File: src/rtl/bsc_pkg.sv
// ----------------------------------------------------------------------------
// bsc_pkg
// Shared widths, constants and types of the barometric compensation pipeline.
// ----------------------------------------------------------------------------
package bsc_pkg;

  // port widths
  localparam int unsigned CAL_W      = 16;
  localparam int unsigned CFG_IDX_W  = 3;
  localparam int unsigned RAW_W      = 24;
  localparam int unsigned TEMP_OUT_W = 15;
  localparam int unsigned PRES_OUT_W = 17;

  // internal widths, sized from the ranges of the 24-bit inputs and 16-bit words
  localparam int unsigned DT_W    = RAW_W + 1;
  localparam int unsigned PT_W    = DT_W + CAL_W + 1;
  localparam int unsigned DD_W    = 2 * DT_W;
  localparam int unsigned T2_SH   = 31;
  localparam int unsigned T2_W    = 2 * RAW_W - T2_SH;
  localparam int unsigned TEMP1_W = 20;
  localparam int unsigned TEMP_W  = TEMP1_W + 1;
  localparam int unsigned SQ_W    = 35;
  localparam int unsigned CORR_W  = 38;
  localparam int unsigned OFF_W   = 40;
  localparam int unsigned SENS_W  = 40;
  localparam int unsigned SPLIT   = 20;
  localparam int unsigned PLO_W   = RAW_W + SPLIT;
  localparam int unsigned PHI_W   = RAW_W + 1 + SENS_W - SPLIT;
  localparam int unsigned PROD_W  = 64;
  localparam int unsigned PRE_W   = 44;
  localparam int unsigned PRES_W  = 29;

  // shift amounts of the compensation formulas
  localparam int unsigned TREF_SH  = 8;
  localparam int unsigned TEMP_SH  = 23;
  localparam int unsigned OFF_SH   = 7;
  localparam int unsigned SENS_SH  = 8;
  localparam int unsigned OFFB_SH  = 16;
  localparam int unsigned SENSB_SH = 15;
  localparam int unsigned PROD_SH  = 21;
  localparam int unsigned PRES_SH  = 15;

  // temperature thresholds and output ranges
  localparam int T_REF    = 2000;
  localparam int T_LOW    = -1500;
  localparam int TEMP_MIN = -4000;
  localparam int TEMP_MAX = 8500;
  localparam int PRES_MIN = 1000;
  localparam int PRES_MAX = 120000;

  typedef enum logic [CFG_IDX_W-1:0] {
    CFG_SENS_T1  = 3'd0,
    CFG_OFF_T1   = 3'd1,
    CFG_TCS      = 3'd2,
    CFG_TCO      = 3'd3,
    CFG_T_REF    = 3'd4,
    CFG_TEMPSENS = 3'd5
  } cfg_idx_e;

  typedef struct packed {
    logic [CAL_W-1:0] c1;
    logic [CAL_W-1:0] c2;
    logic [CAL_W-1:0] c3;
    logic [CAL_W-1:0] c4;
    logic [CAL_W-1:0] c5;
    logic [CAL_W-1:0] c6;
  } cal_t;

  typedef struct packed {
    logic signed [TEMP1_W-1:0] temp1;
    logic signed [OFF_W-1:0]   off1;
    logic signed [SENS_W-1:0]  sens1;
    logic [T2_W-1:0]           t2;
    logic [RAW_W-1:0]          d1;
  } first_t;

  typedef struct packed {
    logic signed [TEMP_W-1:0] temp;
    logic signed [OFF_W-1:0]  off;
    logic signed [SENS_W-1:0] sens;
    logic [RAW_W-1:0]         d1;
  } second_t;

endpackage

File: src/rtl/bsc_cfg_regs.sv
// ----------------------------------------------------------------------------
// bsc_cfg_regs
// Calibration word registers, written through a plain write port.
// ----------------------------------------------------------------------------
module bsc_cfg_regs (
  input  logic                          clk_i,
  input  logic                          rst_ni,
  input  logic                          cfg_we_i,
  input  logic [bsc_pkg::CFG_IDX_W-1:0] cfg_index_i,
  input  logic [bsc_pkg::CAL_W-1:0]     cfg_data_i,
  output bsc_pkg::cal_t                 cal_o
);
  import bsc_pkg::*;

  cal_t cal_q, cal_d;

  always_comb begin
    cal_d = cal_q;
    if (cfg_we_i) begin
      unique case (cfg_idx_e'(cfg_index_i))
        CFG_SENS_T1:  cal_d.c1 = cfg_data_i;
        CFG_OFF_T1:   cal_d.c2 = cfg_data_i;
        CFG_TCS:      cal_d.c3 = cfg_data_i;
        CFG_TCO:      cal_d.c4 = cfg_data_i;
        CFG_T_REF:    cal_d.c5 = cfg_data_i;
        CFG_TEMPSENS: cal_d.c6 = cfg_data_i;
        default:      cal_d = cal_q;
      endcase
    end
  end

  always_ff @(posedge clk_i or negedge rst_ni) begin
    if (!rst_ni) begin
      cal_q <= '0;
    end else begin
      cal_q <= cal_d;
    end
  end

  assign cal_o = cal_q;

endmodule

File: config.mk
export PLATFORM = sky130hd
export DESIGN_NAME = bsc_cfg_regs
export DESIGN_NICKNAME = d
export VERILOG_FILES = /design/src/rtl/bsc_pkg.sv /design/src/rtl/bsc_cfg_regs.sv
export SDC_FILE = /design/constraint.sdc
export NUM_CORES = 1
export LEC_CHECK = 0
export ABC_CLOCK_PERIOD_IN_PS = 1100
export BUFFER_PORTS_ARGS = -buffer_cell sky130_fd_sc_hd__buf_2
export CORE_ASPECT_RATIO = 2
export CORE_MARGIN = 2
export CORE_UTILIZATION = 24
export DETAILED_ROUTE_END_ITERATION = 12
export PLACE_DENSITY = 0.5
export SKIP_CTS_REPAIR_TIMING = 1
export SYNTH_ARGS = -nofsm -noshare
export SYNTH_HDL_FRONTEND = slang
export SYNTH_SLANG_ARGS = --single-unit
File: constraint.sdc
create_clock -name clk_i -period 1.1 [get_ports clk_i]
set_input_delay 0.11 -clock clk_i [delete_from_list [all_inputs] [get_ports clk_i]]
set_output_delay 0.11 -clock clk_i [all_outputs]
set_load 0.02 [all_outputs]
==> run metrics <==
status=finished clean; syn_nets=230; Die Wd=91.5 µm; commonest non-fill, non-tap cell in the layout=buf_2; Util after Layout=0.334; top sig layer=met4; share of layout cells above drive strength 1=0.715; largest net degree at the start of global routing=25; DR WL met2=roughly 4000 µm; Tmin final=1010 ps; Die Y-Extent=around 180 µm; post-synthesis sequential area ratio=0.653; most frequent cells in the layout=116 x buf_2, 96 x dfrtp_1, 66 x mux2_2; global-route wire length before repair=around 14000 µm; final net count=approximately 360; Fillers=between 1000 and 1500; Worst Path Arrival=~900 ps; drt pass-1 iters=4; Largest stage delay, worst path=between 300 and 400 ps; global placer's final weighted congestion=approximately 0.68; mapped cell area=between 3000 and 4000 µm²; Fin. Hold Viols=0; clock slew at reported path FFs=70 ps; critical path startpoint category=flop; max reg flops=96; Crit path max-delay family=flip-flops; CTS buffer count=9; Residual DRC=0; worst-skew pair later-pin latency=roughly 330 ps; Slew Limit Fails=0; RSZ-0062 raised after global routing=no; clk_skew=0 ps; post-synth top area cell=dfrtp_1; top achievable clock speed=987 MHz; LEAKAGE=~2.4 nW; Power per Cell Area=2130 nW/µm²; CTS tree=yes; total gr overflow=0; Layout Area Growth over Synthesis=37.4%; H-tree Lvls=3; Slowest-stage cell, CP=dfrtp_1; Setup crit end kind=output port; Top Ports=118; Critical path buffers and inverters=1; wl on met1=3960 µm; WL final=between 8000 and 9000 µm; GRT Total Usage=0.114; hold crit path type=in -> reg; crit share post-route=0.921; average instance area after synthesis=around 18 µm²; FP Rows=64; CP Max Fanout=2; post-DP HPWL=6420 µm; port bufs=between 100 and 150; Initial Util=0.243; ANT cells=0; clock root cell=clkbuf_16; Via Count=about 2200; DR WL/cell=between 15 and 20 µm; Setup CP Type=reg -> out; full die area=about 16000 µm²; core area=roughly 15000 µm²; Sum Neg Setup Slack=0 ps; setup violators final=0; Seq cells post-synth=96; vias in the first global route=2392; Cell Chain, Critical Path=buf_2; relative slew slack=0.757; Synth Warn #=0; Synth Instances=between 200 and 250; DR iter-0 viols=slightly below 80; met3 WL=roughly 840 µm; max cap viols=0; Distinct cells, synth=10; initial antenna violation count=0; Via density=approximately 4; Placed Area=between 4000 and 5000 µm²; area share of the leading cell type in the synthesized netlist=0.653; CTS max path bufs=2; clock sink total=between 90 and 100; worst slew pin tran=365 ps; Synth area leaders=dfrtp_1 65%, mux2_2 29%, buf_6 2.1%; antenna-violating nets left=0; WP data required=roughly 1000 ps; final instance area=slightly above 5000 µm²; VDD IR max=about 1.1 mV
-- cell families after synthesis --
logic type             Yosys count  synth area share
muxes                           96             0.294
DFF                             96             0.653
buffers and inverters           10            0.0282
and+or+nand+nor                  6            0.0248
-- per-stage QoR --
step           instances  total power [mW]  worst slack (ps)  hold slack (ps)
5_1_grt              545              11.4              32.4             63.2
3_3_place_gp         528              7.85              -143             48.6
3_5_place_dp         528              7.87              -158             54.4
6_report             545              10.8              86.7             71.5
2_1_floorplan        208              6.61              -195             -186
4_1_cts              544              11.0              54.4             -322
-- final timing paths --
check	to	slack (ps)	startpoint	cells past startpoint
max	cal_o[21]	90	cal_o[21]	1
min	cal_o[64]	70	cfg_data_i[0]	2
max reg2reg	cal_o[72]	330	cal_o[72]	1
min reg2reg	cal_o[82]	480	cal_o[82]	1
max in group asynchronous	cal_o[47]	390	rst_ni	3
min in group asynchronous	cal_o[60]	220	rst_ni	2
-- synthesized netlist by cell type, drive strengths merged --
library cell  count
dfrtp            96
mux2             96
buf              10
and4bb            3
nand4b            2
nor4b             1
-- cell type report --
class	count	area (µm²)	share of cell area
Tap cell	198	248	0.0490
Clock buffer	10	239	0.0473
Timing Repair Buffer	133	836	0.165
Clock inverter	6	48.8	0.00965
Sequential cell	96	2400	0.475
Multi-Input combinational cell	102	1280	0.253
-- routing by layer --
| layer | up-vias | global-route usage |
|---|---|---|
| li1 | 1017 | - |
| met1 | 1103 | 0.153 |
| met2 | 109 | 0.166 |
| met3 | 8 | 0.0488 |
| met4 | 0 | 0.0360 |
| met5 | - | 0 |
-- report_power, final --
group	internal, mW	total, mW	switching [mW]
logic	1.33	3.06	1.74
clock network	1.62	3.00	1.38
registers	4.31	4.70	0.391
total	7.25	10.8	3.51
(Power assumes the default switching activity.)
