### config.mk
export PLATFORM = sky130hd
export DESIGN_NAME = bsc_second_order
export DESIGN_NICKNAME = d
export VERILOG_FILES = /design/src/rtl/bsc_pkg.sv /design/src/rtl/bsc_second_order.sv
export SDC_FILE = /design/constraint.sdc
export NUM_CORES = 2
export LEC_CHECK = 0
export ABC_AREA = 0
export BUFFER_PORTS_ARGS = -buffer_cell sky130_fd_sc_hd__buf_2
export CORE_ASPECT_RATIO = 1.1
export CORE_UTILIZATION = 30
export CTS_CLUSTER_SIZE = 28
export DETAILED_ROUTE_END_ITERATION = 12
export GPL_TIMING_DRIVEN = 0
export SETUP_SLACK_MARGIN = 0.5
export SLEW_MARGIN = 20
export SYNTH_ARGS = -nofsm -noshare
export SYNTH_HDL_FRONTEND = slang
export SYNTH_SLANG_ARGS = --single-unit
### constraint.sdc
create_clock -name clk_i -period 11.04 [get_ports clk_i]
set_input_delay 0 -clock clk_i [delete_from_list [all_inputs] [get_ports clk_i]]
set_output_delay 0 -clock clk_i [all_outputs]
set_load 0.1 [all_outputs]
### src/rtl/bsc_pkg.sv
// ----------------------------------------------------------------------------
// bsc_pkg
// Shared widths, constants and types of the barometric compensation pipeline.
// ----------------------------------------------------------------------------
package bsc_pkg;

  // port widths
  localparam int unsigned CAL_W      = 16;
  localparam int unsigned CFG_IDX_W  = 3;
  localparam int unsigned RAW_W      = 24;
  localparam int unsigned TEMP_OUT_W = 15;
  localparam int unsigned PRES_OUT_W = 17;

  // internal widths, sized from the ranges of the 24-bit inputs and 16-bit words
  localparam int unsigned DT_W    = RAW_W + 1;
  localparam int unsigned PT_W    = DT_W + CAL_W + 1;
  localparam int unsigned DD_W    = 2 * DT_W;
  localparam int unsigned T2_SH   = 31;
  localparam int unsigned T2_W    = 2 * RAW_W - T2_SH;
  localparam int unsigned TEMP1_W = 20;
  localparam int unsigned TEMP_W  = TEMP1_W + 1;
  localparam int unsigned SQ_W    = 35;
  localparam int unsigned CORR_W  = 38;
  localparam int unsigned OFF_W   = 40;
  localparam int unsigned SENS_W  = 40;
  localparam int unsigned SPLIT   = 20;
  localparam int unsigned PLO_W   = RAW_W + SPLIT;
  localparam int unsigned PHI_W   = RAW_W + 1 + SENS_W - SPLIT;
  localparam int unsigned PROD_W  = 64;
  localparam int unsigned PRE_W   = 44;
  localparam int unsigned PRES_W  = 29;

  // shift amounts of the compensation formulas
  localparam int unsigned TREF_SH  = 8;
  localparam int unsigned TEMP_SH  = 23;
  localparam int unsigned OFF_SH   = 7;
  localparam int unsigned SENS_SH  = 8;
  localparam int unsigned OFFB_SH  = 16;
  localparam int unsigned SENSB_SH = 15;
  localparam int unsigned PROD_SH  = 21;
  localparam int unsigned PRES_SH  = 15;

  // temperature thresholds and output ranges
  localparam int T_REF    = 2000;
  localparam int T_LOW    = -1500;
  localparam int TEMP_MIN = -4000;
  localparam int TEMP_MAX = 8500;
  localparam int PRES_MIN = 1000;
  localparam int PRES_MAX = 120000;

  typedef enum logic [CFG_IDX_W-1:0] {
    CFG_SENS_T1  = 3'd0,
    CFG_OFF_T1   = 3'd1,
    CFG_TCS      = 3'd2,
    CFG_TCO      = 3'd3,
    CFG_T_REF    = 3'd4,
    CFG_TEMPSENS = 3'd5
  } cfg_idx_e;

  typedef struct packed {
    logic [CAL_W-1:0] c1;
    logic [CAL_W-1:0] c2;
    logic [CAL_W-1:0] c3;
    logic [CAL_W-1:0] c4;
    logic [CAL_W-1:0] c5;
    logic [CAL_W-1:0] c6;
  } cal_t;

  typedef struct packed {
    logic signed [TEMP1_W-1:0] temp1;
    logic signed [OFF_W-1:0]   off1;
    logic signed [SENS_W-1:0]  sens1;
    logic [T2_W-1:0]           t2;
    logic [RAW_W-1:0]          d1;
  } first_t;

  typedef struct packed {
    logic signed [TEMP_W-1:0] temp;
    logic signed [OFF_W-1:0]  off;
    logic signed [SENS_W-1:0] sens;
    logic [RAW_W-1:0]         d1;
  } second_t;

endpackage

### src/rtl/bsc_second_order.sv
// ----------------------------------------------------------------------------
// bsc_second_order
// Three stages: squared temperature deviations, low-temperature corrections,
// corrected temperature, offset and sensitivity.
// ----------------------------------------------------------------------------
module bsc_second_order (
  input  logic             clk_i,
  input  logic             rst_ni,
  input  logic             in_valid_i,
  output logic             in_ready_o,
  input  bsc_pkg::first_t  in_data_i,
  output logic             out_valid_o,
  input  logic             out_ready_i,
  output bsc_pkg::second_t out_data_o
);
  import bsc_pkg::*;

  logic v4_q, v5_q, v6_q;
  logic en4, en5, en6;

  // stage 4
  logic signed [TEMP1_W-1:0]   dev_a, dev_b;
  logic signed [2*TEMP1_W-1:0] sqa_full, sqb_full;
  logic [SQ_W-1:0]             sqa_q, sqb_q;
  logic                        lt_ref_q, lt_low_q;
  first_t                      f_q;

  // stage 5
  logic [CORR_W-1:0]        sqa5, sqb7, sqb11;
  logic [CORR_W-1:0]        off2_d, off2_q, sens2_d, sens2_q;
  logic signed [TEMP_W-1:0] temp_d, temp_q;
  logic signed [OFF_W-1:0]  off1_q;
  logic signed [SENS_W-1:0] sens1_q;
  logic [RAW_W-1:0]         d1_s5_q;

  // stage 6
  second_t res_d, res_q;

  assign en6 = !v6_q || out_ready_i;
  assign en5 = !v5_q || en6;
  assign en4 = !v4_q || en5;
  assign in_ready_o = en4;

  assign dev_a    = in_data_i.temp1 - TEMP1_W'(T_REF);
  assign dev_b    = in_data_i.temp1 - TEMP1_W'(T_LOW);
  assign sqa_full = dev_a * dev_a;
  assign sqb_full = dev_b * dev_b;

  // 5*a^2 and 11*b^2 as shift-add, 7*b^2 as shift-subtract
  assign sqa5  = (CORR_W'(sqa_q) << 2) + CORR_W'(sqa_q);
  assign sqb7  = (CORR_W'(sqb_q) << 3) - CORR_W'(sqb_q);
  assign sqb11 = (CORR_W'(sqb_q) << 3) + (CORR_W'(sqb_q) << 1) + CORR_W'(sqb_q);

  always_comb begin
    off2_d  = '0;
    sens2_d = '0;
    temp_d  = $signed(TEMP_W'(f_q.temp1));
    if (lt_ref_q) begin
      off2_d  = (sqa5 >> 1) + (lt_low_q ? sqb7 : '0);
      sens2_d = (sqa5 >> 2) + (lt_low_q ? (sqb11 >> 1) : '0);
      temp_d  = $signed(TEMP_W'(f_q.temp1)) - $signed(TEMP_W'(f_q.t2));
    end
  end

  always_comb begin
    res_d.temp = temp_q;
    res_d.off  = off1_q - $signed(OFF_W'(off2_q));
    res_d.sens = sens1_q - $signed(SENS_W'(sens2_q));
    res_d.d1   = d1_s5_q;
  end

  always_ff @(posedge clk_i or negedge rst_ni) begin
    if (!rst_ni) begin
      v4_q <= 1'b0;
      v5_q <= 1'b0;
      v6_q <= 1'b0;
    end else begin
      if (en4) begin
        v4_q <= in_valid_i;
      end
      if (en5) begin
        v5_q <= v4_q;
      end
      if (en6) begin
        v6_q <= v5_q;
      end
    end
  end

  always_ff @(posedge clk_i) begin
    if (en4) begin
      sqa_q    <= sqa_full[SQ_W-1:0];
      sqb_q    <= sqb_full[SQ_W-1:0];
      lt_ref_q <= in_data_i.temp1 < T_REF;
      lt_low_q <= in_data_i.temp1 < T_LOW;
      f_q      <= in_data_i;
    end
    if (en5) begin
      off2_q  <= off2_d;
      sens2_q <= sens2_d;
      temp_q  <= temp_d;
      off1_q  <= f_q.off1;
      sens1_q <= f_q.sens1;
      d1_s5_q <= f_q.d1;
    end
    if (en6) begin
      res_q <= res_d;
    end
  end

  assign out_valid_o = v6_q;
  assign out_data_o  = res_q;

endmodule

==> run metrics <==
status=finished, final reports clean; FF-to-FF path depth=21; Worst-Skew Late Latency=~640 ps; Hold WC Path Type=input port to register; clock skew=20.79 ps; Port Buffers=between 200 and 300; worst-path fanout max=11; WP buf/inv=11; Mapped Nets=roughly 6700; layout cells sized above 1=7.963%; CP Data Required Time=between 10000 and 15000 ps; Placeable Area=between 150000 and 200000 µm²; relative slew slack=a little under a quarter; top cells by area, synth=edfxtp_1 (29%), fa_1 (26%), ha_1 (10%); Slew @ Worst Pin=1148 ps; max-cap violation count=0; Post-Syn Instances=~5400; Worst Hold Endpoint=f_q[33]; Crit. End Element=register; worst hold start=in_data_i[33]; num rows=approximately 160; DRC=0; FILL cells=about 18000; H-tree depth=2; reg-to-reg endpoint=sens2_q[37]; Reg area=16080 µm²; count leader, synth=inv_1; CP max stage delay=between 600 and 700 ps; fin crit period=between 10000 and 15000 ps; post-synth top area cell=edfxtp_1; period utilization=a little over 90%; Die W=411.6 µm; Starting Density=30.34%; XOR/XNOR Fraction of Synth Area=5.599%; Post-synth ARST share=less than 1%; Reg clk slew, reported paths=60 ps; Routability Congestion=about 0.94; clock sinks=536; Most used DFF post-synth=edfxtp_1; Antenna Nets Post-Route=0; drt via density=approximately 4.7; RSZ-0062 raised after global routing=true; Yosys top cell area share=about 29%; Worst path slowest cell=xor2_2; startpoint types=input port; final-report hold violation count=0; mux cell area share after synthesis=less than 1%; total grt overflow=0; Slew Limit Fails=0; initial antenna violation count=10; main combinational cell family by area after synthesis=adder cells; die footprint=approximately 190000 µm²; routed via count=around 40000; routed length per placed instance=17.47 µm; sequential area share after synthesis=29.05%; largest net degree at the start of global routing=54; root buffer cell=clkbuf_16; vias in the first global route=~42000; synthesized cell area=55350 µm²; Yosys warning count=0; synth cell count leaders=inv_1 (1119), fa_1 (720), edfxtp_1 (533); Synth Area in Adders=36.42%; Crit path arrival time=~11000 ps; Synth Area in Simple Gates=about a tenth; CP top delay family=adder cells; RR Startpoint=sqb_q[6]; I/O pin count=272; R2R Setup Slk=around 4800 ps; Detailed Place HPWL=between 100 and 150 mm; DIE HEIGHT=between 400 and 500 µm; setup bufs post-CTS=0; final net count=between 7000 and 8000; CTS tree=yes; Synth cell types=just over 90; fmax=just under 100 MHz; first-pass GRT wire length=approximately 230 mm; final wirelength=roughly 150 mm; Area Growth Syn to Fin=14.87%; final hold slack=between 60 and 70 ps; Num CTS Buffers=54; Mapped Avg Cell Area=10.34 µm²; FF+latch count, synth=roughly 540; final setup vio count=0; Worst Hold Path Cells=2; Setup CP Type=input port to register; DR iter-0 viols=about 2100; ant diodes=0; clock buffer depth=3; area occupied by multi-input gates=34790 µm²; post-synthesis compound-gate area fraction=about a tenth; DRT Pass-1 Iters=5; total routing usage reported by global routing=between 15 and 20%; Post-synth EDFFs=~530
-- cell families (layout without fill, tap and decap cells) --
kind of cell | after synthesis | count (layout)
multiplexers | 19 | 19
buffers and inverters | 1219 | 1770
AND/OR/NAND/NOR | 1151 | 1151
adder cells (fa/ha/maj) | 1179 | 1179
flip-flops | 536 | 536
other | 1 | 1
AO/OA/AOI/OAI | 893 | 893
XOR/XNOR | 353 | 353
-- per-stage QoR --
stage	utilization (%)	area, µm²	TNS (ps)	setup slack [ps]	std cells
floorplan	-	55350	0	737.4	5351
global placement	32.74	59720	-549630	-2661	8029
detailed placement	33.03	60250	-4800	-834.2	8065
CTS	34.84	63560	0	754.4	8309
global route	34.85	63580	0	494.1	8309
finish	34.85	63580	0	838.9	8309
-- area by class of cell --
type | count | area share (%)
plain buffers | 92 | 0.5608
clock buffers | 59 | 2.155
clock inverters | 40 | 0.7261
inverters | 1127 | 6.653
multi-input cells | 3596 | 54.72
flip-flops and latches | 536 | 25.29
well taps | 2407 | 4.737
repair buffers | 452 | 5.152
-- what timing repair did --
action / CTS / global route
hold buffers: 145 / 0
resized for setup: 5 / 8
endpoints found under the hold margin: 147 / 0
cloned: 0 / 0
setup endpoints to repair: 9 / 9
-- sequential cells by signal, indices dropped and copies added, names as in the netlist, 21 cells and up --
signal and flops:
sqb_q 32, f_q 140, sens2_q 37, d1_s5_q 24, out_data_o 125, temp_q 21
sqa_q 34, off2_q 38, sens1_q 40, off1_q 40
-- how the worst max path moves through the flow --
stage                     cells past startpoint        end  slack (ps)            from
after floorplan                               1     f_q[0]         740     out_valid_o
after global placement                        1  sqa_q[10]       -2660            v5_q
after detailed placement                     32  sqa_q[28]        -830  in_data_i[125]
after CTS                                    35  sqa_q[33]         750  in_data_i[125]
after global routing                         34  sqa_q[33]         490  in_data_i[125]
final                                        34  sqa_q[33]         840  in_data_i[125]
-- metal layers --
layer  up-vias  wire length, µm  GRT usage [%]
met2       922            74140          28.41
met3       250             6196          1.715
met1     19230            59300          18.53
met4         8             5432          5.541
li1      18570                -              -
met5         -               61              0
-- placed cells by master, fill, tap and decap left out, types with 22 or more instances in the layout --
master and n:
a31oi_1 40, clkbuf_16 54, o21bai_1 45, inv_1 1119
nand2_1 325, a21o_1 143, nor3_1 61, or3_1 22
o21a_1 54, clkbuf_1 83, buf_2 274, nand3_1 60
and2_1 84, o21ai_0 122, a21oi_1 268, nand2b_1 51
nor2_1 398, nor2b_1 37, edfxtp_1 533, buf_6 26
xnor2_1 242, fa_1 720, and3_1 34, ha_1 459
dlygate4sd3_1 145, a211oi_1 35, xor2_1 99
Power is left out: the tool's default activity adds up to more than one toggle a clock period on the data nets, which glitch-free logic cannot reach.
