==> src/rtl/bsc_pkg.sv <==
// ----------------------------------------------------------------------------
// bsc_pkg
// Shared widths, constants and types of the barometric compensation pipeline.
// ----------------------------------------------------------------------------
package bsc_pkg;

  // port widths
  localparam int unsigned CAL_W      = 16;
  localparam int unsigned CFG_IDX_W  = 3;
  localparam int unsigned RAW_W      = 24;
  localparam int unsigned TEMP_OUT_W = 15;
  localparam int unsigned PRES_OUT_W = 17;

  // internal widths, sized from the ranges of the 24-bit inputs and 16-bit words
  localparam int unsigned DT_W    = RAW_W + 1;
  localparam int unsigned PT_W    = DT_W + CAL_W + 1;
  localparam int unsigned DD_W    = 2 * DT_W;
  localparam int unsigned T2_SH   = 31;
  localparam int unsigned T2_W    = 2 * RAW_W - T2_SH;
  localparam int unsigned TEMP1_W = 20;
  localparam int unsigned TEMP_W  = TEMP1_W + 1;
  localparam int unsigned SQ_W    = 35;
  localparam int unsigned CORR_W  = 38;
  localparam int unsigned OFF_W   = 40;
  localparam int unsigned SENS_W  = 40;
  localparam int unsigned SPLIT   = 20;
  localparam int unsigned PLO_W   = RAW_W + SPLIT;
  localparam int unsigned PHI_W   = RAW_W + 1 + SENS_W - SPLIT;
  localparam int unsigned PROD_W  = 64;
  localparam int unsigned PRE_W   = 44;
  localparam int unsigned PRES_W  = 29;

  // shift amounts of the compensation formulas
  localparam int unsigned TREF_SH  = 8;
  localparam int unsigned TEMP_SH  = 23;
  localparam int unsigned OFF_SH   = 7;
  localparam int unsigned SENS_SH  = 8;
  localparam int unsigned OFFB_SH  = 16;
  localparam int unsigned SENSB_SH = 15;
  localparam int unsigned PROD_SH  = 21;
  localparam int unsigned PRES_SH  = 15;

  // temperature thresholds and output ranges
  localparam int T_REF    = 2000;
  localparam int T_LOW    = -1500;
  localparam int TEMP_MIN = -4000;
  localparam int TEMP_MAX = 8500;
  localparam int PRES_MIN = 1000;
  localparam int PRES_MAX = 120000;

  typedef enum logic [CFG_IDX_W-1:0] {
    CFG_SENS_T1  = 3'd0,
    CFG_OFF_T1   = 3'd1,
    CFG_TCS      = 3'd2,
    CFG_TCO      = 3'd3,
    CFG_T_REF    = 3'd4,
    CFG_TEMPSENS = 3'd5
  } cfg_idx_e;

  typedef struct packed {
    logic [CAL_W-1:0] c1;
    logic [CAL_W-1:0] c2;
    logic [CAL_W-1:0] c3;
    logic [CAL_W-1:0] c4;
    logic [CAL_W-1:0] c5;
    logic [CAL_W-1:0] c6;
  } cal_t;

  typedef struct packed {
    logic signed [TEMP1_W-1:0] temp1;
    logic signed [OFF_W-1:0]   off1;
    logic signed [SENS_W-1:0]  sens1;
    logic [T2_W-1:0]           t2;
    logic [RAW_W-1:0]          d1;
  } first_t;

  typedef struct packed {
    logic signed [TEMP_W-1:0] temp;
    logic signed [OFF_W-1:0]  off;
    logic signed [SENS_W-1:0] sens;
    logic [RAW_W-1:0]         d1;
  } second_t;

endpackage

==> src/rtl/bsc_first_order.sv <==
// ----------------------------------------------------------------------------
// bsc_first_order
// Three stages: temperature difference, calibration products, first-order
// temperature, offset and sensitivity.
// ----------------------------------------------------------------------------
module bsc_first_order (
  input  logic                      clk_i,
  input  logic                      rst_ni,
  input  bsc_pkg::cal_t             cal_i,
  input  logic                      in_valid_i,
  output logic                      in_ready_o,
  input  logic [bsc_pkg::RAW_W-1:0] raw_pressure_i,
  input  logic [bsc_pkg::RAW_W-1:0] raw_temperature_i,
  output logic                      out_valid_o,
  input  logic                      out_ready_i,
  output bsc_pkg::first_t           out_data_o
);
  import bsc_pkg::*;

  logic v1_q, v2_q, v3_q;
  logic en1, en2, en3;

  // stage 1
  logic signed [DT_W-1:0] dt_d, dt_q;
  logic [RAW_W-1:0]       d1_s1_q;

  // stage 2
  logic signed [PT_W-1:0] pt_d, pt_q;
  logic signed [PT_W-1:0] poff_d, poff_q;
  logic signed [PT_W-1:0] psens_d, psens_q;
  logic signed [DD_W-1:0] pdd_d, pdd_q;
  logic [RAW_W-1:0]       d1_s2_q;

  // stage 3
  first_t res_d, res_q;

  assign en3 = !v3_q || out_ready_i;
  assign en2 = !v2_q || en3;
  assign en1 = !v1_q || en2;
  assign in_ready_o = en1;

  assign dt_d = $signed({1'b0, raw_temperature_i})
              - $signed({1'b0, cal_i.c5, {TREF_SH{1'b0}}});

  assign pt_d    = dt_q * $signed({1'b0, cal_i.c6});
  assign poff_d  = $signed({1'b0, cal_i.c4}) * dt_q;
  assign psens_d = $signed({1'b0, cal_i.c3}) * dt_q;
  assign pdd_d   = dt_q * dt_q;

  always_comb begin
    res_d.temp1 = $signed(TEMP1_W'(T_REF)) + $signed(TEMP1_W'(pt_q >>> TEMP_SH));
    res_d.off1  = $signed(OFF_W'({cal_i.c2, {OFFB_SH{1'b0}}}))
                + $signed(OFF_W'(poff_q >>> OFF_SH));
    res_d.sens1 = $signed(SENS_W'({cal_i.c1, {SENSB_SH{1'b0}}}))
                + $signed(SENS_W'(psens_q >>> SENS_SH));
    res_d.t2    = pdd_q[T2_SH+T2_W-1:T2_SH];
    res_d.d1    = d1_s2_q;
  end

  always_ff @(posedge clk_i or negedge rst_ni) begin
    if (!rst_ni) begin
      v1_q <= 1'b0;
      v2_q <= 1'b0;
      v3_q <= 1'b0;
    end else begin
      if (en1) begin
        v1_q <= in_valid_i;
      end
      if (en2) begin
        v2_q <= v1_q;
      end
      if (en3) begin
        v3_q <= v2_q;
      end
    end
  end

  always_ff @(posedge clk_i) begin
    if (en1) begin
      dt_q    <= dt_d;
      d1_s1_q <= raw_pressure_i;
    end
    if (en2) begin
      pt_q    <= pt_d;
      poff_q  <= poff_d;
      psens_q <= psens_d;
      pdd_q   <= pdd_d;
      d1_s2_q <= d1_s1_q;
    end
    if (en3) begin
      res_q <= res_d;
    end
  end

  assign out_valid_o = v3_q;
  assign out_data_o  = res_q;

endmodule

==> config.mk <==
export PLATFORM = sky130hd
export DESIGN_NAME = bsc_first_order
export DESIGN_NICKNAME = d
export VERILOG_FILES = /design/src/rtl/bsc_pkg.sv /design/src/rtl/bsc_first_order.sv
export SDC_FILE = /design/constraint.sdc
export NUM_CORES = 2
export LEC_CHECK = 0
export BUFFER_PORTS_ARGS = -buffer_cell sky130_fd_sc_hd__buf_2
export CAP_MARGIN = 0
export CORE_MARGIN = 4
export CORE_UTILIZATION = 35
export CTS_BUF_LIST = sky130_fd_sc_hd__clkbuf_8
export DETAILED_ROUTE_END_ITERATION = 7
export PLACE_DENSITY = 0.61
export SETUP_SLACK_MARGIN = 0.15
export SLEW_MARGIN = 20
export SYNTH_ARGS = -nofsm -noshare
export SYNTH_HDL_FRONTEND = slang
export SYNTH_SLANG_ARGS = --single-unit
==> constraint.sdc <==
create_clock -name clk_i -period 7.3 [get_ports clk_i]
set_input_delay 1.46 -clock clk_i [delete_from_list [all_inputs] [get_ports clk_i]]
set_output_delay 1.46 -clock clk_i [all_outputs]
set_load 0.05 [all_outputs]
==> metrics.md <==
| Metric | Value |
|---|---|
| Run status | `finished, final reports clean` |
| Routed wire length per instance | `17.0 um` |
| CP endpoint kind | `flop` |
| Starting density of the core | `35.3%` |
| CP required | `around 7.8 ns` |
| Clock Skew | `between 0.08 and 0.09 ns` |
| TritonCTS buffer count | `58` |
| CP Class | `flop to flop` |
| Main flop type after synthesis | `edfxtp_1` |
| GRT Residual Overflow | `0` |
| CP arrival | `just under 8 ns` |
| RePlAce Congestion | `0.859` |
| # IOs | `just under 300` |
| Die area | `approximately 0.21 mm^2` |
| CP Launch Type | `flop` |
| Clk Latency, worst-skew pair | `a little under 0.8 ns` |
| Slowest CP cell | `fa_2` |
| Final net count | `10.3k` |
| Clock Pin Slew Worst Setup and Hold Paths | `around 0.07 ns` |
| Sequential share of the synthesized area | `around an eighth` |
| Worst setup margin | `0.0930 ns` |
| DR pass1 iterations | `5` |
| Row count | `~170` |
| F_max | `0.139 GHz` |
| IO buf count | `between 200 and 300` |
| RSZ-0062 raised after global routing | `true` |
| Antenna-violating nets left | `0` |
| Initial DRC Count | `2,491` |
| Seq cells post-synth | `313` |
| Fraction of registers with async set/reset | `0.958%` |
| Transition time of the tightest slew-check pin | `~0.97 ns` |
| Post-layout min period | `7.21 ns` |
| Most frequent cells in the layout | `inv_1 (2,020), fa_1 (1,745), nand2_1 (937)` |
| # setup viols final | `0` |
| Vias/cell | `roughly 4.6` |
| Root buffer selected by CTS | `clkbuf_8` |
| Final Hold Violating Endpoints | `0` |
| MaxCap Viol Count | `0` |
| DP Worst Slack | `-0.670 ns` |
| Initial antenna violation count | `25` |
| Most common cell after layout, fill and taps aside | `inv_1` |
| First-pass GRT wire length | `around 300,000 um` |
| Fillcell total | `around 20k` |
| Most frequent cell on the critical path | `fa_1` |
| Residual DRC | `0` |
| Crit-path max cell delay | `0.59 ns` |
| Gr usage total | `approximately 17%` |
| Syn_nets | `roughly 9.7k` |
| Count of pins over their slew limit | `0` |
| Largest net degree at the start of global routing | `a little over 90` |
| Tightest Hold Check Type | `flop to flop` |
| Area grow syn2layout | `15.2%` |
| Slew Limit Headroom | `about a third` |
| Yosys Warn Count | `0` |
| Core Util, Final | `about 41%` |
| HPWL Detailed | `150,000 um` |
| Avg Cell Area, Syn | `about 10 um^2` |
| H-tree levels | `2` |
| Max clock buf depth | `3` |
| Die Wd | `463 um` |
| Core area | `0.205 mm^2` |
| Clock Sinks | `313` |
| Die Y | `between 400 and 500 um` |
| CTS tree | `yes` |
| Post-synth cell types | `74` |
| Cell count after synthesis | `7,296` |
| Number of global-route vias before repair | `56.1k` |
| Share of cells above drive strength 1 | `14.1%` |
| Post-synth EDFFs | `310` |
| Period utilization | `98.7%` |
| Final WL | `182,000 um` |
| Mapped cell area | `between 0.07 and 0.08 mm^2` |
| Via count | `around 50k` |
| Crit Path Max Fanout | `4` |
[synthesized netlist by cell type (all sizes together), types with 15 or more instances]
| master | number | area share [%] |
|---|---|---|
| and2 | 591 | 5.1 |
| xor2 | 47 | 0.57 |
| inv | 2016 | 10 |
| a211oi | 19 | 0.20 |
| a21o | 44 | 0.46 |
| nand2 | 946 | 4.9 |
| nand2b | 18 | 0.16 |
| edfxtp | 310 | 13 |
| a21oi | 88 | 0.63 |
| xnor2 | 140 | 1.7 |
| o21ai | 59 | 0.41 |
| clkbuf | 313 | 1.6 |
| nand4 | 15 | 0.13 |
| o21a | 33 | 0.35 |
| fa | 1760 | 49 |
| nor2b | 39 | 0.34 |
| nor2 | 143 | 0.74 |
| and3 | 15 | 0.13 |
| nor3 | 40 | 0.28 |
| ha | 499 | 8.6 |
| nand3 | 23 | 0.16 |
[state kept, by name, summed over array words and instances (netlist names), 17 cells and up]
name and flops:
out_data_o 132, poff_q 35, psens_q 34, dt_q 25, d1_s1_q 24, d1_s2_q 24
pt_q 19, pdd_q 17
[per-stage QoR]
step	hold slack, ns	std cells	area, um^2	TNS, ns
after global placement	0.401	10508	80800	-11.60
after global routing	0.415	10679	83500	-2.32
after floorplan	0.400	7296	72900	-0.139
after detailed placement	0.405	10508	80800	-14.92
final	0.396	10686	83500	0
after CTS	0.382	10631	82500	0
[worst paths after layout]
check	startpoint	to	slack [ns]	cells past startpoint
max in group asynchronous	rst_ni	v2_q	6.67	1
worst min register to register	d1_s2_q[1]	out_data_o[1]	0.40	0
worst max register to register	dt_q[3]	pdd_q[46]	0.09	29
worst min-delay path	d1_s2_q[1]	out_data_o[1]	0.40	0
worst max-delay path	dt_q[3]	pdd_q[46]	0.09	29
min in group asynchronous	rst_ni	v1_q	0.52	1
[cell families (layout without fill, tap and decap cells)]
group	Yosys count	count (layout)	synth area share, %
other	0	13	0
XOR/XNOR	187	187	2.26
buffers and inverters	2341	3030	12.2
flip-flops	313	313	12.9
AND/OR/NAND/NOR	1863	1863	12.2
adder cells (fa/ha/maj)	2259	2259	57.2
multiplexers	1	1	0.0138
AO/OA/AOI/OAI	332	332	3.16
[what timing repair did]
action,4_1_cts,5_1_grt
setup endpoints to repair,45,55
gates cloned,2,10
setup buffers,14,33
endpoints found under the hold margin,0,0
gates resized for setup,71,118
pin swaps,34,58
hold buffers,0,0
[routing by layer]
metal / wire length [um] / GRT usage [%] / part of all wire [%] / vias up
met5: 48 / 0 / 0.026 / -
met1: 75900 / 22.4 / 42 / 25459
met2: 88000 / 29.2 / 48 / 1392
met4: 5030 / 4.58 / 2.8 / 8
met3: 12600 / 3.28 / 7.0 / 299
li1: - / - / - / 22392
[worst max-delay path: cells and delay by family, from the launching register on]
| kind | cells | cell delay (ns) |
|---|---|---|
| flip-flops | 1 | 0.41 |
| adder cells (fa/ha/maj) | 8 | 3.77 |
| buffers and inverters | 10 | 1.22 |
| AO/OA/AOI/OAI | 6 | 0.92 |
| XOR/XNOR | 1 | 0.14 |
| AND/OR/NAND/NOR | 4 | 0.47 |
[final cells by class]
cell class / instances / area, um^2 / area share (%)
Inverter: 2016 / 7590 / 9.08
Clock inverter: 49 / 410 / 0.491
Timing Repair Buffer: 907 / 7150 / 8.56
Tap cell: 2688 / 3360 / 4.03
Sequential cell: 313 / 9380 / 11.2
Antenna cell: 13 / 32.5 / 0.0389
Clock buffer: 58 / 798 / 0.955
Multi-Input combinational cell: 4642 / 54800 / 65.6
Power is left out: the tool's default activity adds up to more than one toggle a clock period on the data nets, which glitch-free logic cannot reach.
