===== src/rtl/bsc_pkg.sv =====
// ----------------------------------------------------------------------------
// bsc_pkg
// Shared widths, constants and types of the barometric compensation pipeline.
// ----------------------------------------------------------------------------
package bsc_pkg;

  // port widths
  localparam int unsigned CAL_W      = 16;
  localparam int unsigned CFG_IDX_W  = 3;
  localparam int unsigned RAW_W      = 24;
  localparam int unsigned TEMP_OUT_W = 15;
  localparam int unsigned PRES_OUT_W = 17;

  // internal widths, sized from the ranges of the 24-bit inputs and 16-bit words
  localparam int unsigned DT_W    = RAW_W + 1;
  localparam int unsigned PT_W    = DT_W + CAL_W + 1;
  localparam int unsigned DD_W    = 2 * DT_W;
  localparam int unsigned T2_SH   = 31;
  localparam int unsigned T2_W    = 2 * RAW_W - T2_SH;
  localparam int unsigned TEMP1_W = 20;
  localparam int unsigned TEMP_W  = TEMP1_W + 1;
  localparam int unsigned SQ_W    = 35;
  localparam int unsigned CORR_W  = 38;
  localparam int unsigned OFF_W   = 40;
  localparam int unsigned SENS_W  = 40;
  localparam int unsigned SPLIT   = 20;
  localparam int unsigned PLO_W   = RAW_W + SPLIT;
  localparam int unsigned PHI_W   = RAW_W + 1 + SENS_W - SPLIT;
  localparam int unsigned PROD_W  = 64;
  localparam int unsigned PRE_W   = 44;
  localparam int unsigned PRES_W  = 29;

  // shift amounts of the compensation formulas
  localparam int unsigned TREF_SH  = 8;
  localparam int unsigned TEMP_SH  = 23;
  localparam int unsigned OFF_SH   = 7;
  localparam int unsigned SENS_SH  = 8;
  localparam int unsigned OFFB_SH  = 16;
  localparam int unsigned SENSB_SH = 15;
  localparam int unsigned PROD_SH  = 21;
  localparam int unsigned PRES_SH  = 15;

  // temperature thresholds and output ranges
  localparam int T_REF    = 2000;
  localparam int T_LOW    = -1500;
  localparam int TEMP_MIN = -4000;
  localparam int TEMP_MAX = 8500;
  localparam int PRES_MIN = 1000;
  localparam int PRES_MAX = 120000;

  typedef enum logic [CFG_IDX_W-1:0] {
    CFG_SENS_T1  = 3'd0,
    CFG_OFF_T1   = 3'd1,
    CFG_TCS      = 3'd2,
    CFG_TCO      = 3'd3,
    CFG_T_REF    = 3'd4,
    CFG_TEMPSENS = 3'd5
  } cfg_idx_e;

  typedef struct packed {
    logic [CAL_W-1:0] c1;
    logic [CAL_W-1:0] c2;
    logic [CAL_W-1:0] c3;
    logic [CAL_W-1:0] c4;
    logic [CAL_W-1:0] c5;
    logic [CAL_W-1:0] c6;
  } cal_t;

  typedef struct packed {
    logic signed [TEMP1_W-1:0] temp1;
    logic signed [OFF_W-1:0]   off1;
    logic signed [SENS_W-1:0]  sens1;
    logic [T2_W-1:0]           t2;
    logic [RAW_W-1:0]          d1;
  } first_t;

  typedef struct packed {
    logic signed [TEMP_W-1:0] temp;
    logic signed [OFF_W-1:0]  off;
    logic signed [SENS_W-1:0] sens;
    logic [RAW_W-1:0]         d1;
  } second_t;

endpackage


===== src/rtl/bsc_pressure.sv =====
// ----------------------------------------------------------------------------
// bsc_pressure
// Four stages: split raw pressure by sensitivity product, product merge,
// offset subtract and scale, range clamp into the output register.
// ----------------------------------------------------------------------------
module bsc_pressure (
  input  logic                                 clk_i,
  input  logic                                 rst_ni,
  input  logic                                 in_valid_i,
  output logic                                 in_ready_o,
  input  bsc_pkg::second_t                     in_data_i,
  output logic                                 out_valid_o,
  input  logic                                 out_ready_i,
  output logic signed [bsc_pkg::TEMP_OUT_W-1:0] temperature_o,
  output logic [bsc_pkg::PRES_OUT_W-1:0]        pressure_o,
  output logic                                 out_of_range_o
);
  import bsc_pkg::*;

  logic v7_q, v8_q, v9_q, v10_q;
  logic en7, en8, en9, en10;

  // stage 7
  logic [PLO_W-1:0]         plo_d, plo_q;
  logic signed [PHI_W-1:0]  phi_d, phi_q;
  logic signed [TEMP_W-1:0] temp_s7_q, temp_s8_q, temp_s9_q;
  logic signed [OFF_W-1:0]  off_s7_q, off_s8_q;

  // stage 8
  logic signed [PROD_W-1:0] prod_d, prod_q;

  // stage 9
  logic signed [PRE_W-1:0]  pre;
  logic signed [PRES_W-1:0] pres_d, pres_q;

  // output stage
  logic signed [TEMP_OUT_W-1:0] temp_o_d, temp_o_q;
  logic [PRES_OUT_W-1:0]        pres_o_d, pres_o_q;
  logic                         oor_d, oor_q;

  assign en10 = !v10_q || out_ready_i;
  assign en9  = !v9_q || en10;
  assign en8  = !v8_q || en9;
  assign en7  = !v7_q || en8;
  assign in_ready_o = en7;

  // sensitivity cut into an unsigned low part and a signed high part
  assign plo_d = PLO_W'(in_data_i.d1) * PLO_W'(in_data_i.sens[SPLIT-1:0]);
  assign phi_d = $signed({1'b0, in_data_i.d1}) * $signed(in_data_i.sens[SENS_W-1:SPLIT]);

  assign prod_d = ($signed(PROD_W'(phi_q)) <<< SPLIT) + $signed(PROD_W'(plo_q));

  assign pre    = $signed(PRE_W'(prod_q >>> PROD_SH)) - $signed(PRE_W'(off_s8_q));
  assign pres_d = $signed(PRES_W'(pre >>> PRES_SH));

  always_comb begin
    oor_d    = 1'b0;
    temp_o_d = TEMP_OUT_W'(temp_s9_q);
    pres_o_d = PRES_OUT_W'(pres_q);
    if (temp_s9_q < TEMP_MIN) begin
      temp_o_d = TEMP_OUT_W'(TEMP_MIN);
      oor_d    = 1'b1;
    end else if (temp_s9_q > TEMP_MAX) begin
      temp_o_d = TEMP_OUT_W'(TEMP_MAX);
      oor_d    = 1'b1;
    end
    if (pres_q < PRES_MIN) begin
      pres_o_d = PRES_OUT_W'(PRES_MIN);
      oor_d    = 1'b1;
    end else if (pres_q > PRES_MAX) begin
      pres_o_d = PRES_OUT_W'(PRES_MAX);
      oor_d    = 1'b1;
    end
  end

  always_ff @(posedge clk_i or negedge rst_ni) begin
    if (!rst_ni) begin
      v7_q  <= 1'b0;
      v8_q  <= 1'b0;
      v9_q  <= 1'b0;
      v10_q <= 1'b0;
    end else begin
      if (en7) begin
        v7_q <= in_valid_i;
      end
      if (en8) begin
        v8_q <= v7_q;
      end
      if (en9) begin
        v9_q <= v8_q;
      end
      if (en10) begin
        v10_q <= v9_q;
      end
    end
  end

  always_ff @(posedge clk_i) begin
    if (en7) begin
      plo_q     <= plo_d;
      phi_q     <= phi_d;
      temp_s7_q <= in_data_i.temp;
      off_s7_q  <= in_data_i.off;
    end
    if (en8) begin
      prod_q    <= prod_d;
      temp_s8_q <= temp_s7_q;
      off_s8_q  <= off_s7_q;
    end
    if (en9) begin
      pres_q    <= pres_d;
      temp_s9_q <= temp_s8_q;
    end
    if (en10) begin
      temp_o_q <= temp_o_d;
      pres_o_q <= pres_o_d;
      oor_q    <= oor_d;
    end
  end

  assign out_valid_o    = v10_q;
  assign temperature_o  = temp_o_q;
  assign pressure_o     = pres_o_q;
  assign out_of_range_o = oor_q;

endmodule


===== config.mk =====
export PLATFORM = sky130hd
export DESIGN_NAME = bsc_pressure
export DESIGN_NICKNAME = d
export VERILOG_FILES = /design/src/rtl/bsc_pkg.sv /design/src/rtl/bsc_pressure.sv
export SDC_FILE = /design/constraint.sdc
export NUM_CORES = 2
export LEC_CHECK = 0
export BUFFER_PORTS_ARGS = -buffer_cell sky130_fd_sc_hd__buf_2
export CORE_UTILIZATION = 40
export CTS_CLUSTER_SIZE = 12
export DETAILED_ROUTE_END_ITERATION = 6
export GPL_TIMING_DRIVEN = 0
export PLACE_DENSITY_LB_ADDON = 0.25
export SLEW_MARGIN = 30
export SYNTH_ARGS = -nofsm -noshare
export SYNTH_HDL_FRONTEND = slang
export SYNTH_SLANG_ARGS = --single-unit

===== constraint.sdc =====
create_clock -name clk_i -period 6.3 [get_ports clk_i]
set_input_delay 0.63 -clock clk_i [delete_from_list [all_inputs] [get_ports clk_i]]
set_output_delay 0.63 -clock clk_i [all_outputs]
set_load 0.03 [all_outputs]

==> reports/metrics.yaml <==
timing:
  layout_min_cycle_time_ns: 6.77
  relSlewSlack_pct: 31.8
  fmax_mhz: 148
  setup_viol: 26
  finalWorstSetupSlack_ns: -0.467
  whs_ns: 0.287
  skew_ns: 0.0210
  hold_violations: 0
  fin_crit_sh_pct: 107
  finalMaxSlewViolations: 0
  rsz0062_at_grt: "yes"
  tightest_slew_ns: 1.02
worst_hold_path:
  min_delay_worst_endpoint: "off_s7_q[38]"
  hp-class: "input port to register"
  min_from: "in_data_i[102]"
  holdPathStages: 1
logic_synthesis:
  synth.avg_cell_area_sq_um: 10.0
  synth_area_sq_mm: 0.0448
  synthFlopType: "edfxtp_1"
  synth_seq_area_share_pct: 21.4
  syn_nets: 5775
  synth-edff-count: 316
  yosysWarnings: 0
  synth_seq_cells: 320
  async_reset_ff_share_pct: 1.25
  ys_top_cells_by_area: "fa_1 35%, edfxtp_1 21%, ha_1 11%, inv_1 7.7%, and2_1 6.6%"
  yosys.area.top_type: "fa_1"
  synth_top_area_share_pct: 35.0
  ys_types: 69
  synth_cells: 4469
layout:
  ff_latch_area_sq_mm: 0.00959
  drive_gt1_share_pct: 17.1
  n_fill_cell: 10200
  final_cells: 6318
  areaGrowthSynthToFinish_pct: 19.6
  num-nets-final: 6118
  multi_input_area_sq_mm: 0.0326
clocking:
  cts_buffers: 34
  ctsLongestPathBuffers: 3
  tritoncts: "built"
  cts_root_buf: "clkbuf_16"
  h-tree-depth: 2
  clock_sinks: 320
  path_clk_slew_ns: 0.06
  clk_latency_ns: 0.51
floorplanning:
  die_area_sq_mm: 0.113
  initial_core_util_pct: 40.4
  placementRows: 122
  die_h_um: 337
  coreArea_sq_mm: 0.111
  io_pins: 164
  die_w_um: 337
critical_path:
  endpoint_kind: "register"
  reg2reg_to: "prod_q[62]"
  start_kind: "input port"
  critPathRequiredTime_ns: 6.61
  cp_max_fo: 10
  worst-r2r-setup-slack_ns: 2.54
  critPathArrivalTime_ns: 7.08
  rr_startpoint: "plo_q[22]"
  critPathKind: "input port to register"
  r2r_cells: 10
global_routing:
  gr-usage-all-layers_pct: 24.3
  overflow: 0
  grt_antenna_before_repair: 14
  grt_pass1_wl_um: 205000
  grt_max_degree: 43
  first_global_vias: 33800
drt:
  drc_errors: 0
  drtPass1Iterations: 5
  wl_per_cell_um: 21.6
  drt-total-wl_um: 136000
  ant_nets: 0
  vias: 32400
  viasPerCell: 5.13
  first_iter_violations: 2403
flow_run:
  maxCapViolations: 0
place:
  hpwl_um: 111000
  place_congestion: 0.966
  port_buffers: 141
  placed_cells: 6113
run_status:
  outcome: "complete, but fails checks"
  violations: "setup timing"
[Yosys cell counts (all sizes together), types with 5 or more instances]
cell	count
and3	19
nand2b	32
buf	5
inv	925
xnor2	87
o21bai	13
o21ai	71
nor3	10
and2	475
xor2	49
o211ai	11
o31ai	9
or3	6
a21oi	133
edfxtp	316
nand2	556
nand3	46
nor4	11
o21a	21
a21o	69
nor2b	21
a31oi	19
fa	785
and4	7
clkbuf	199
a211oi	17
nor2	70
o2111ai	5
ha	392
nand4	29
[critical path, cell delays in order]
cell and delay (ns):
clkbuf_8 0.20, nand2_4 0.07, fa_1 0.55, inv_1 0.07
fa_1 0.59, inv_2 0.05, fa_1 0.51, inv_2 0.04
fa_2 0.58, fa_1 0.41, fa_1 0.52, inv_1 0.06
fa_1 0.49, inv_2 0.05, ha_4 0.27, nand4_1 0.18
or4_4 0.53, a21oi_2 0.12, o21a_2 0.21, o21ai_4 0.09
o21a_4 0.22, o311ai_2 0.26, a21oi_1 0.11, xnor2_1 0.25
[cell usage in the layout, fill, tap and decap left out, drive strengths merged, types with 5 or more instances in the layout]
cell type	instances
and3	19
a211oi	17
nand3	46
o211ai	11
fa	785
nand4	29
o21a	21
buf	330
ha	392
edfxtp	316
and2	475
o21ai	71
xor2	49
a31oi	19
nor2b	21
and4	7
or3	6
o31ai	9
nor2	70
inv	926
xnor2	87
nand2	556
a21o	69
diode	5
a21oi	133
o2111ai	5
o21bai	13
nor3	10
nor4	11
nand2b	32
clkbuf	219
clkinv	6
[worst max path at each step]
stage                     slack (ns)  cells after the start     startpoint        end
after floorplan                -0.33                     24  in_data_i[52]  phi_q[40]
after detailed placement       -2.47                     24   in_data_i[0]  plo_q[42]
after global routing           -0.63                     25  in_data_i[50]  phi_q[40]
final                          -0.47                     24  in_data_i[17]  phi_q[40]
after CTS                      -0.52                     26  in_data_i[27]  plo_q[40]
after global placement         -2.43                      3    out_ready_i   phi_q[0]
[routing by layer]
layer  wire length [um]  global-route usage, %  up-vias  share of wire [%]
li1                   -                      -    14500                  -
met1              55000                   31.7    16400                 40
met2              63700                   40.3     1235                 47
met3              11400                   4.35      251                8.4
met4               6020                   9.04        4                4.4
met5                 29                      0        -              0.021
[through the flow]
step	area (sq um)	util [%]	setup slack [ns]	setup TNS, ns
detailed placement	48300	43.5	-2.47	-80.19
floorplan	45500	-	-0.334	-8.78
finish	53600	48.3	-0.467	-6.84
global placement	48100	43.3	-2.43	-391.08
CTS	52400	47.3	-0.522	-5.45
global route	53600	48.3	-0.625	-10.79
[cell type report]
cell class,count,area share [%]
multi-input combinational,3020,60.8
sequential,320,17.9
inverter,925,6.47
timing repair buffer,314,4.94
buffer,197,4.57
tap,1488,3.47
clock buffer,39,1.68
clock inverter,10,0.187
antenna,5,0.0233
[sequential cells by signal, indices dropped and copies added, names as in the netlist]
register and count:
out_valid_o 1, temperature_o 15, phi_q 44, off_s7_q 40, pres_q 29, plo_q 24, v8_q 1, v9_q 1
off_s8_q 40, pressure_o 17, out_of_range_o 1, prod_q 43, temp_s9_q 21, v7_q 1, temp_s8_q 21, temp_s7_q 21
[kinds of logic (layout without fill, tap and decap cells)]
kind of cell | after synthesis | after routing | share of synthesized area [%]
buffers and inverters | 1129 | 1485 | 9.46
AND/OR/NAND/NOR | 1296 | 1296 | 14.5
AO/OA/AOI/OAI | 410 | 410 | 5.97
XOR/XNOR | 136 | 136 | 2.66
flip-flops | 320 | 320 | 21.4
adder cells (fa/ha/maj) | 1177 | 1177 | 46.0
multiplexers | 1 | 1 | 0.0223
other | 0 | 5 | 0
[what timing repair did]
action                                 4_1_cts  5_1_grt
hold buffers                                 1        0
buffers inserted                            96       59
resized for setup                          553      220
setup endpoints to repair                   52       39
endpoints found under the hold margin        4        0
pin swaps                                  133      144
cloned                                       4        0
Power is not shown: default switching activity piles up to over one toggle a cycle in this logic, so the estimate is an artifact.
